### config.mk
export PLATFORM = sky130hd
export DESIGN_NAME = mme_store
export DESIGN_NICKNAME = d
export VERILOG_FILES = /design/src/hdl/mme_pkg.sv /design/src/hdl/mme_store.sv
export SDC_FILE = /design/constraint.sdc
export NUM_CORES = 2
export LEC_CHECK = 0
export ABC_AREA = 0
export BUFFER_PORTS_ARGS = -buffer_cell sky130_fd_sc_hd__buf_2
export CAP_MARGIN = 20
export CORE_ASPECT_RATIO = 0.75
export CORE_MARGIN = 1
export CORE_UTILIZATION = 30
export DETAILED_ROUTE_END_ITERATION = 8
export PLACE_DENSITY = 0.46
export SYNTH_ARGS = -nofsm -noshare
export SYNTH_HDL_FRONTEND = slang
export SYNTH_SLANG_ARGS = --single-unit
### constraint.sdc
create_clock -name clk -period 9 [get_ports clk]
set_input_delay 1.8 -clock clk [delete_from_list [all_inputs] [get_ports clk]]
set_output_delay 1.8 -clock clk [all_outputs]
set_load 0.05 [all_outputs]
### src/hdl/mme_pkg.sv
// Shared types, widths and helpers of the matrix multiply engine.
package mme_pkg;

	localparam int ELEM_W    = 32;
	localparam int CFG_W     = 4;
	localparam int CFG_IDX_W = 2;
	localparam int IDX_W     = 3;
	localparam int CNT_W     = 8;

	localparam logic [CFG_W-1:0] DIM_RESET = 4'd8;

	typedef logic signed [ELEM_W-1:0] elem_t;
	typedef logic [CFG_W-1:0]         dim_t;
	typedef logic [IDX_W-1:0]         idx_t;
	typedef logic [CNT_W-1:0]         cnt_t;

	// configuration register indexes; the last one is unused
	typedef enum logic [CFG_IDX_W-1:0] {
		REG_ROWS_A    = 2'd0,
		REG_INNER_DIM = 2'd1,
		REG_COLS_B    = 2'd2,
		REG_SPARE     = 2'd3
	} reg_index_t;

	// control that travels with one multiply-accumulate step
	typedef struct packed {
		logic valid;
		logic first;
		logic last;
	} mac_ctl_t;

	// zero acts as one, anything above the maximum acts as the maximum
	function automatic dim_t eff_dim(input dim_t v, input dim_t max_dim);
		dim_t r;
		r = v;
		if (v == '0) r = dim_t'(1);
		else if (v > max_dim) r = max_dim;
		return r;
	endfunction

endpackage

### src/hdl/mme_store.sv
// Element store: one write port, one read port, registered read data.
module mme_store #(
	parameter int DEPTH  = 64,
	parameter int ADDR_W = 6
) (
	input  logic              clk,
	input  logic              we,
	input  logic [ADDR_W-1:0] waddr,
	input  mme_pkg::elem_t    wdata,
	input  logic [ADDR_W-1:0] raddr,
	output mme_pkg::elem_t    rdata
);
	import mme_pkg::*;

	elem_t mem [DEPTH];
	elem_t rdata_q;

	always_ff @(posedge clk) begin
		if (we) begin
			mem[waddr] <= wdata;
		end
		rdata_q <= mem[raddr];
	end

	assign rdata = rdata_q;

endmodule

# Word-level counts from Yosys, hierarchy flattened
# Memories as Yosys holds them, arrays and structs flattened. A register that Yosys moved wholly into a read port is not among the register bits.
# Cells that the tools add are included.
word_totals:
  mem_bits_rw: 2048
  output_inout_bits: 32
  regBits: 0
  memories: 1
memory_table:
  columns: ["memory", "depth", "word_bits", "read_ports", "rd_ports_with_merged_regs", "write_ports", "line_no", "source"]
  rows:
  - ["mem", 64, 32, 1, 1, 1, "mme_store.sv:15", "elem_t mem [DEPTH];"]
classes:
  mux: 2
op_table:
  columns: ["op", "count"]
  rows:
  - ["$mux 1", 2]

# Logic depth before layout (Yosys ltp)
logic_depth:
  ltp_word: 2
  depth_mapped: 10

# Worst setup path after synthesis
# No wires, ideal clock.
synth_path:
  path_type: "input-to-reg"
  start: "input waddr[3]"
  end: "memory mem[48][0] (netlist bit) (enable)"
  setup_ps: 461
  path_stages: 4
  t_arrival_ps: 4499
  path_buffers: 1
  slack_ps: 4040
  cell_sequence: "clkbuf_1 > nor2b_1 > nand4b_1 > nor3_1"
synth_rtl:
  columns: ["element", "line_no", "source"]
  rows:
  - ["from (decl)", "mme_store.sv:8", "input logic [ADDR_W-1:0] waddr,"]
  - ["to (decl)", "mme_store.sv:15", null]
# Straight into the memory's write port.

==> summary.md <==
| Metric | Value |
|---|---|
| Switching power | `roughly 0.0044 W` |
| Cells after Synth | `roughly 3300` |
| Maxcap violations | `0` |
| RR Startpoint | `mem[45][21]` |
| Critical path arrival | `approximately 5.2 ns` |
| Setup crit start | `raddr[0]` |
| Die width | `roughly 590 um` |
| Share of layout cells above drive strength 1 | `0.295` |
| Placed Instances | `6796` |
| Final #Nets | `around 3600` |
| Main synth FF type | `edfxtp_1` |
| Worst VDD drop | `around 0.00018 V` |
| Clk network pwr share | `0.410` |
| Rows | `162` |
| Sequential fraction of the synthesis area | `0.791` |
| Post-route insts no fill | `roughly 7000` |
| Clk_lat worst skew | `0.85 ns` |
| Worst hold path stage count | `4` |
| Tmin final | `between 4 and 5 ns` |
| Worst Clk Skew | `roughly 0.047 ns` |
| Post-Syn Area | `78500 um2` |
| Initial core utilization | `0.302` |
| Slew margin rel. | `0.189` |
| Final setup viols | `0` |
| Fmax | `218 MHz` |
| Crit path launch type | `input port` |
| Worst Max-Slew Pin Slew | `roughly 1.2 ns` |
| Vias in the first global route | `~37000` |
| Chip Height | `445 um` |
| CTS clk-pin slew, worst paths | `0.06 ns` |
| DR pass1 iterations | `5` |
| Clk root buf | `clkbuf_16` |
| Status | `completed` |
| Final WL | `226 mm` |
| Via-per-instance ratio | `5.12` |
| Final hold violations | `0` |
| CTS Buffer Depth | `4` |
| Clock sink count | `2080` |
| Post-synthesis cell type count | `34` |
| FILL cells | `23900` |
| Pre-CTS setup slack | `3.58 ns` |
| Worst min-delay path category | `flop to flop` |
| Reg-to-reg slack, setup | `6.35 ns` |
| CTS resizes | `0` |
| Yosys warnings | `0` |
| Async SR Flop Fraction | `0` |
| Post-CTS setup buffers | `0` |
| Worst setup path class | `input port to flop` |
| Via Count | `36700` |
| # IOs | `between 70 and 80` |
| Routed WL per cell | `31.4 um` |
| Leak | `27.5 nW` |
| RSZ-0062 raised after global routing | `false` |
| Initial antenna violation count | `21` |
| Tot Pwr | `0.0201 W` |
| Total CTS buffers | `202` |
| Internal | `0.0157 W` |
| Hold Path Origin | `mem[12][4]` |
| Setup TNS | `0 ns` |
| GP Congestion | `0.729` |
| Crit. End Element | `flop` |
| Tcrit/Tclk final | `0.509` |
| Die ar. | `between 200000 and 300000 um2` |
| GRT Total Usage | `0.170` |
| Req. time, crit path | `~9.6 ns` |
| Slew Viols, Final | `0` |
| Hold Path Sink | `rdata[4]` |
| Reg2reg end | `rdata[21]` |
| 1st-iter DRT viols | `4031` |
| H-tree depth | `4` |
| Worst-path fanout max | `47` |
| Sw Share | `0.219` |
| CTS tree | `done` |
| DP HPWL | `around 120 mm` |
| I/O Buffers | `77` |
| DRC violations left | `0` |
| Power Density | `around 220 nW/um2` |
| Post-synth EDFFs | `2048` |
| Area grow syn2layout | `15.1%` |
| Largest net degree at the start of global routing | `between 90 and 100` |
| Worst r2r path cells | `5` |
| Sequential Power Share | `0.536` |
| Syn avg cell area | `around 24 um2` |
| Final ANT Viol Nets | `0` |
| Cts-stage hold buffer count | `0` |
| Global-route wire length before repair | `310 mm` |
| PnR worst setup slack | `4.42 ns` |
| Core box area | `260000 um2` |
| Final core utilization | `0.347` |
| Number of synthesized register bits | `2080` |
| Syn nets | `roughly 3400` |
| Global route total overflow | `0` |
| Combinational Power Share | `0.054` |
[worst max-delay path by stage]
stage / to / depth (start not counted)
after global placement: rdata[1] / 6
after global routing: rdata[21] / 7
after floorplan: mem[48][0] / 4
final: rdata[21] / 7
after CTS: rdata[22] / 7
after detailed placement: rdata[22] / 7
[sequential cells by signal, indices dropped and copies added, names as in the netlist]
register and cells:
rdata 32, mem 2048
[power groups by stage]
stage                     Clock, W  Combinational, W  Sequential [W]
after CTS                  0.00843           0.00110          0.0108
after detailed placement         0           0.00110          0.0110
after floorplan                  0          0.000522          0.0110
final                      0.00824           0.00109          0.0108
after global routing       0.00879           0.00116          0.0108
after global placement           0           0.00109          0.0110
[synth_stat cells (12+ instances only)]
library cell | count | area share
buf_1 | 21 | 0.0010
a21oi_1 | 62 | 0.0040
mux2i_1 | 93 | 0.012
mux4_2 | 544 | 0.16
nor2_1 | 137 | 0.0065
nand2_1 | 26 | 0.0012
edfxtp_1 | 2048 | 0.78
clkbuf_1 | 74 | 0.0035
o221ai_1 | 27 | 0.0030
buf_2 | 57 | 0.0036
dfxtp_1 | 32 | 0.0082
nor2b_1 | 15 | 0.0012
o22ai_1 | 84 | 0.0067
buf_4 | 25 | 0.0024
a22oi_1 | 12 | 0.0011
[cells in the final DEF, fill, tap and decap left out, drive strengths merged, types with 12 or more instances in the layout]
master / Yosys / final
a21oi: 62 / 62
a22oi: 12 / 12
buf: 108 / 216
bufinv: 0 / 12
clkbuf: 74 / 278
clkinv: 0 / 67
dfxtp: 32 / 32
edfxtp: 2048 / 2048
mux2i: 93 / 93
mux4: 544 / 544
nand2: 26 / 26
nor2: 137 / 137
nor2b: 15 / 15
o221ai: 27 / 27
o22ai: 84 / 84
[worst max-delay path, cell delays in order]
cell and delay [ns]:
buf_8 0.48, buf_4 0.57, mux4_2 0.59, mux2i_1 0.23, a21oi_1 0.28, a21oi_1 1.01
nor2_1 0.13
[logic make-up (layout without fill, tap and decap cells)]
logic type	count (synthesis)	count (layout)	share of synthesized area
buf+inv	182	579	0.0113
mux	637	637	0.168
simple gates	223	223	0.0127
other cells	0	7	0
compound gates	202	202	0.0167
flops	2080	2080	0.791
[cell type report]
class	instances	area, um2	share of cell area
Clock inverter	85	706	0.00781
Timing Repair Buffer	218	1680	0.0186
Tap cell	3444	4310	0.0477
Clock buffer	276	5520	0.0611
Multi-Input combinational cell	1062	16000	0.177
Antenna cell	7	17.5	0.000194
Sequential cell	2080	62100	0.688
[metrics by stage]
| step | area, um2 | hold WS (ns) |
|---|---|---|
| after global placement | 84000 | 0.762 |
| after global routing | 90300 | 0.838 |
| after floorplan | 78500 | 0.663 |
| after detailed placement | 84000 | 0.755 |
| final | 90300 | 0.771 |
| after CTS | 90200 | 0.774 |
[routing by layer]
layer  vias to the layer above  global-route usage  share of wire
li1                      14800                   -              -
met1                     20400               0.256           0.47
met2                      1245               0.249           0.44
met3                       289              0.0408          0.075
met4                         8              0.0320          0.017
met5                         -                   0        0.00022
No activity file was read; power rests on OpenSTA's default activity.
