<file path="src/hdl/mme_pkg.sv">
// Shared types, widths and helpers of the matrix multiply engine.
package mme_pkg;

	localparam int ELEM_W    = 32;
	localparam int CFG_W     = 4;
	localparam int CFG_IDX_W = 2;
	localparam int IDX_W     = 3;
	localparam int CNT_W     = 8;

	localparam logic [CFG_W-1:0] DIM_RESET = 4'd8;

	typedef logic signed [ELEM_W-1:0] elem_t;
	typedef logic [CFG_W-1:0]         dim_t;
	typedef logic [IDX_W-1:0]         idx_t;
	typedef logic [CNT_W-1:0]         cnt_t;

	// configuration register indexes; the last one is unused
	typedef enum logic [CFG_IDX_W-1:0] {
		REG_ROWS_A    = 2'd0,
		REG_INNER_DIM = 2'd1,
		REG_COLS_B    = 2'd2,
		REG_SPARE     = 2'd3
	} reg_index_t;

	// control that travels with one multiply-accumulate step
	typedef struct packed {
		logic valid;
		logic first;
		logic last;
	} mac_ctl_t;

	// zero acts as one, anything above the maximum acts as the maximum
	function automatic dim_t eff_dim(input dim_t v, input dim_t max_dim);
		dim_t r;
		r = v;
		if (v == '0) r = dim_t'(1);
		else if (v > max_dim) r = max_dim;
		return r;
	endfunction

endpackage

</file>
<file path="src/hdl/mme_mac.sv">
// Multiply-accumulate unit with final shift and saturation.
module mme_mac #(
	parameter int MAX_DIM   = 8,
	parameter int FRAC_BITS = 16
) (
	input  logic               clk,
	input  logic               arst_n,
	input  mme_pkg::mac_ctl_t  issue,
	input  mme_pkg::elem_t     a_data,
	input  mme_pkg::elem_t     b_data,
	input  logic               take,
	output logic               res_valid,
	output mme_pkg::elem_t     res_value
);
	import mme_pkg::*;

	localparam int PROD_W = 2 * ELEM_W;
	localparam int ACC_W  = PROD_W + $clog2(MAX_DIM) + 1;

	mac_ctl_t                  ctl_s1, ctl_s2;
	logic signed [PROD_W-1:0]  prod_s2;
	logic signed [ACC_W-1:0]   acc_q;
	logic                      done_q;
	logic signed [ACC_W-1:0]   shifted;
	logic [ACC_W-ELEM_W:0]     hi_bits;

	always_ff @(posedge clk or negedge arst_n) begin
		if (!arst_n) begin
			ctl_s1 <= '0;
			ctl_s2 <= '0;
			done_q <= 1'b0;
		end else begin
			ctl_s1 <= issue;
			ctl_s2 <= ctl_s1;
			if (ctl_s2.valid && ctl_s2.last) begin
				done_q <= 1'b1;
			end else if (take) begin
				done_q <= 1'b0;
			end
		end
	end

	always_ff @(posedge clk) begin
		prod_s2 <= PROD_W'(a_data) * PROD_W'(b_data);
		if (ctl_s2.valid) begin
			acc_q <= ctl_s2.first ? ACC_W'(prod_s2) : acc_q + ACC_W'(prod_s2);
		end
	end

	// floor shift, then clamp to the signed word range
	assign shifted = acc_q >>> FRAC_BITS;
	assign hi_bits = shifted[ACC_W-1:ELEM_W-1];

	always_comb begin
		if ((&hi_bits) || !(|hi_bits)) begin
			res_value = shifted[ELEM_W-1:0];
		end else if (shifted[ACC_W-1]) begin
			res_value = {1'b1, {(ELEM_W-1){1'b0}}};
		end else begin
			res_value = {1'b0, {(ELEM_W-1){1'b1}}};
		end
	end

	assign res_valid = done_q;

endmodule

</file>
<file path="config.mk">
export PLATFORM = sky130hd
export DESIGN_NAME = mme_mac
export DESIGN_NICKNAME = d
export VERILOG_FILES = /design/src/hdl/mme_pkg.sv /design/src/hdl/mme_mac.sv
export SDC_FILE = /design/constraint.sdc
export NUM_CORES = 2
export LEC_CHECK = 0
export ABC_AREA = 1
export BUFFER_PORTS_ARGS = -buffer_cell sky130_fd_sc_hd__buf_4
export CAP_MARGIN = 5
export CORE_AREA = 2 2 405 307
export DETAILED_ROUTE_END_ITERATION = 7
export DIE_AREA = 0 0 407 309
export PLACE_DENSITY = 0.62
export SETUP_SLACK_MARGIN = 0.15
export SLEW_MARGIN = 10
export SYNTH_ARGS = -nofsm -noshare
export SYNTH_HDL_FRONTEND = slang
export SYNTH_SLANG_ARGS = --single-unit
export TNS_END_PERCENT = 5
</file>
<file path="constraint.sdc">
create_clock -name clk -period 4.15 [get_ports clk]
set_input_delay 0.2075 -clock clk [delete_from_list [all_inputs] [get_ports clk]]
set_output_delay 0.2075 -clock clk [all_outputs]
set_load 0.02 [all_outputs]
</file>
# [Yosys cells after proc, flatten, opt, wreduce, memory -nomap -nowiden]
# Index checks and enable logic that the tools add are counted.
[word_totals] inputBits=70 register_bits=139 word_cells=22
[classes] mul=1 n_mux=5 n_reduce_logical=6 add_sub_neg=1
[op_table] cell="68-bit by 64-bit adder with 68-bit output" count=1
[op_table] cell="68-bit 2-to-1 mux" count=1
[op_table] cell="32-bit by 32-bit multiplier with 64-bit output" count=1
[op_table] cell="32-bit 2-to-1 mux" count=2
[op_table] cell="21-bit AND reduction" count=1
[op_table] cell="21-bit OR reduction" count=1
[op_table] cell="1-bit 2-to-1 mux" count=2
[op_table] cell="2-bit nonzero test" count=1
[op_table] cell="1-bit logical AND" count=1
[op_table] cell="1-bit logical NOT" count=1
[op_table] cell="1-bit logical OR" count=1

# [Longest topological paths before layout]
[depth] ltp_word=4 ltp_mapped=31 depth_no_buf=30

# [Worst setup path before layout]
# No wires, ideal clock.
[synth_path] path_kind="input to register" start="in a_data[31]" end="reg prod_s2[63]" path_stages=29 arrival_time_ns=6.830 required_time_ns=4.038 n_path_buf=1 slack_ns=-2.792 path_cell_list="clkbuf_1 nand2_1 inv_1 fa_1 inv_1 fa_1 inv_1 fa_1 fa_1 inv_1 fa_1 inv_1 fa_1 inv_1 fa_1 inv_1 fa_1 ha_1 nand2_1 nor2_1 inv_1 nor2_1 inv_1 nor2_1 inv_1 nor3_1 a21oi_1 nand2_1 nand2_1"
[synth_between] elab_chain_len=1
[synth_lines] item="start: declaration" line="mme_mac.sv:9" text="input mme_pkg::elem_t a_data,"
[synth_lines] item="32-bit by 32-bit multiplier with 64-bit output" line="mme_mac.sv:44" text="prod_s2 <= PROD_W'(a_data) * PROD_W'(b_data);"
[synth_lines] item="end signal: assignment" line="mme_mac.sv:44"
[synth_lines] item="end: declaration" line="mme_mac.sv:21" text="logic signed [PROD_W-1:0] prod_s2;"
# Every way passes these cells.
# A chain may end at the register's enable or synchronous reset.

# [Worst setup path in the final report]
[layout_path] start="in b_data[9]" end="reg prod_s2[60]"
[layout_between] elab_chain_len=1
[layout_lines] item="start: declaration" line="mme_mac.sv:10" text="input mme_pkg::elem_t b_data,"
[layout_lines] item="32-bit by 32-bit multiplier with 64-bit output" line="mme_mac.sv:44"
# Every way passes these cells.

==> metrics.yaml <==
drive_above_1_share_pct: 15.0
crit_chain: "buf_12 -> buf_4 -> nand2_1 -> fa_2 -> fa_2 -> buf_4 -> fa_1 -> fa_1 -> inv_1 -> fa_1 -> fa_1 -> fa_2 -> fa_1 -> ha_4 -> nand2_4 -> nor2_4 -> inv_2 -> buf_6 -> nor2_4 -> inv_2 -> nor4_4 -> nand4_1 -> nand3_1 -> nand2_1"
drt_wl_total_um: 153000
io_pins: 103
dominantRegCellSynth: "edfxtp_1"
synth_cell_type_count: 48
place_congestion: 0.980
core_area_mm2: 0.122
fin_tns_setup_ns: -97.69
avgSynthCellArea_um2: 7.57
start_util_pct: 39.8
dp_cells: 8454
clk-insertion-delay-late_ns: 0.48
min_period_ns: 6.31
async_flop_share_pct: 5.04
ant_nets: 0
cts_root_buf: "clkbuf_16"
worst_slew_pin_slew_ns: 1.12
hold_slack_ns: 0.107
cpMostUsedCell: "fa_1"
die_x_um: 407
max_freq_mhz: 159
drc: 0
hold_viol: 0
cts_buffers: 17
worstReg2RegStart: "prod_s2[0]$_DFF_P_"
fp.dieH_um: 309
drv_cap: 0
r2r-end: "acc_q[58]$_DFFE_PP_"
netlist_instances: 6388
die_area_mm2: 0.126
yosysWarningCount: 0
clkSlewWorstSetupHoldPaths_ns: 0.08
cts_max_path_buffers: 2
grt.total_usage_pct: 25.3
rsz0062_at_grt: "yes"
layout_commonest_cell: "nand2_1"
setup_violations: 56
num_rows: 111
worst_setup_path_end_kind: "flop"
grt_overflow: 0
grt_pass1_wl_um: 245000
drt_iter0_drc: 3185
critPathLaunchType: "input pin"
worst_slack_ns: -2.16
status: "complete, but fails checks"
viasPerCell: 4.82
cp_slowest_cell: "fa_2"
violations: "negative setup slack"
worst-setup-path-type: "input pin to flop"
vias: 41100
maxSlewViolCount: 0
rr_worst_depth: 17
syn_nets: 7792
grt_pass1_vias: 43100
hold_path.class: "input pin to async pin"
required_ns: 4.51
arrival_ns: 6.67
io_buffers: 102
synth_seq_cells: 139
fin_skew_ns: 0.0247
antenna_found_initial: 2
yosysSeqAreaShare_pct: 7.24
final_nets: 8279
finalCritPeriodShare_pct: 152
place_hpwl_um: 134000
grt_max_degree: 70
reg2reg_slack_ns: 0.81
synth_area_mm2: 0.0483
clock_sinks: 139
cts_tree: "yes"
path_max_fanout: 17
slowest_delay_ns: 0.61
drtPass1Iterations: 6
h-tree-depth: 4
final_cell_mix: "nand2_1, inv_1, fa_1"
wl_per_cell_um: 17.9
stdcell_count: 8526
diodes: 0
synth_edf_count: 68
area_delta_synth_final_pct: 19.2
slew_headroom_pct: 25.1
-- repair_timing --
item                                   4_1_cts  5_1_grt
buffers inserted                            27        5
setup endpoints to repair                   56       57
endpoints found under the hold margin       11        0
pin swaps                                   78       53
cloned                                       1        2
hold buffers                                 5        0
gates resized for setup                    314      148
-- cell usage after synthesis (all sizes together), types with 7 or more instances --
library cell / number / share of area (%)
fa: 1083 / 45
xnor2: 23 / 0.42
nand2: 1853 / 14
nand3: 150 / 1.6
dfxtp: 64 / 2.7
nand4: 34 / 0.44
clkbuf: 204 / 1.6
xor2: 44 / 0.80
dfrtp: 7 / 0.36
buf: 9 / 0.098
o21ai: 119 / 1.3
inv: 1835 / 14
nor2: 327 / 2.6
o21bai: 29 / 0.47
a21o: 12 / 0.19
a21oi: 181 / 1.9
edfxtp: 68 / 4.2
ha: 251 / 6.5
nor3: 20 / 0.25
nor4: 12 / 0.16
or2: 23 / 0.30
nand3b: 18 / 0.28
-- cells by family (layout without fill, tap and decap cells) --
kind of cell / Yosys count / count (layout) / share of synthesized area (%)
AO/OA/AOI/OAI: 357 / 357 / 4.10
XOR/XNOR: 67 / 67 / 1.21
adder cells (fa/ha/maj): 1334 / 1334 / 51.4
buffers and inverters: 2049 / 2549 / 15.9
flip-flops: 139 / 139 / 7.24
AND/OR/NAND/NOR: 2442 / 2442 / 20.2
-- per-stage QoR --
stage	setup slack (ns)	instance area (µm²)	utilization, %
after floorplan	-2.32	48400	-
after global placement	-2.99	54800	45.1
after detailed placement	-3.08	54800	45.1
after CTS	-2.07	57000	46.9
after global routing	-2.30	57600	47.4
final	-2.16	57600	47.4
-- worst max-delay path by stage --
stage	slack [ns]	start	to
after floorplan	-2.32	b_data[12]	prod_s2[63]$_DFF_P_
after global placement	-2.99	b_data[9]	prod_s2[60]$_DFF_P_
after detailed placement	-3.08	a_data[31]	prod_s2[59]$_DFF_P_
after CTS	-2.07	b_data[9]	prod_s2[60]$_DFF_P_
after global routing	-2.30	a_data[31]	prod_s2[60]$_DFF_P_
final	-2.16	b_data[9]	prod_s2[60]$_DFF_P_
-- area by class of cell --
cell class,instances,area (µm²)
tap,1638,2050
clock inverter,15,180
fill,11900,63900
inverter,1836,6900
sequential,139,3500
clock buffer,17,425
multi-input combinational,4200,38400
timing repair buffer,681,6160
-- state kept, by name, summed over array words and instances (netlist names) --
name,count
acc_q,68
ctl_s1,3
ctl_s2,3
prod_s2,64
res_valid,1
-- metal layers --
metal / part of all wire, % / GRT usage [%] / vias to the layer above
met1: 47 / 37.7 / 20400
met4: 1.7 / 4.13 / 2
li1: - / - / 19200
met5: 0.0078 / 0 / -
met2: 42 / 38.2 / 1382
met3: 8.4 / 5.21 / 142
-- worst max-delay path: cells and delay by family --
family,cells,cell delay (ns)
buffers and inverters,7,0.69
adder cells (fa/ha/maj),9,4.56
AND/OR/NAND/NOR,8,1.17
Power is not shown: default switching activity piles up to over one toggle a cycle in this logic, so the estimate is an artifact.
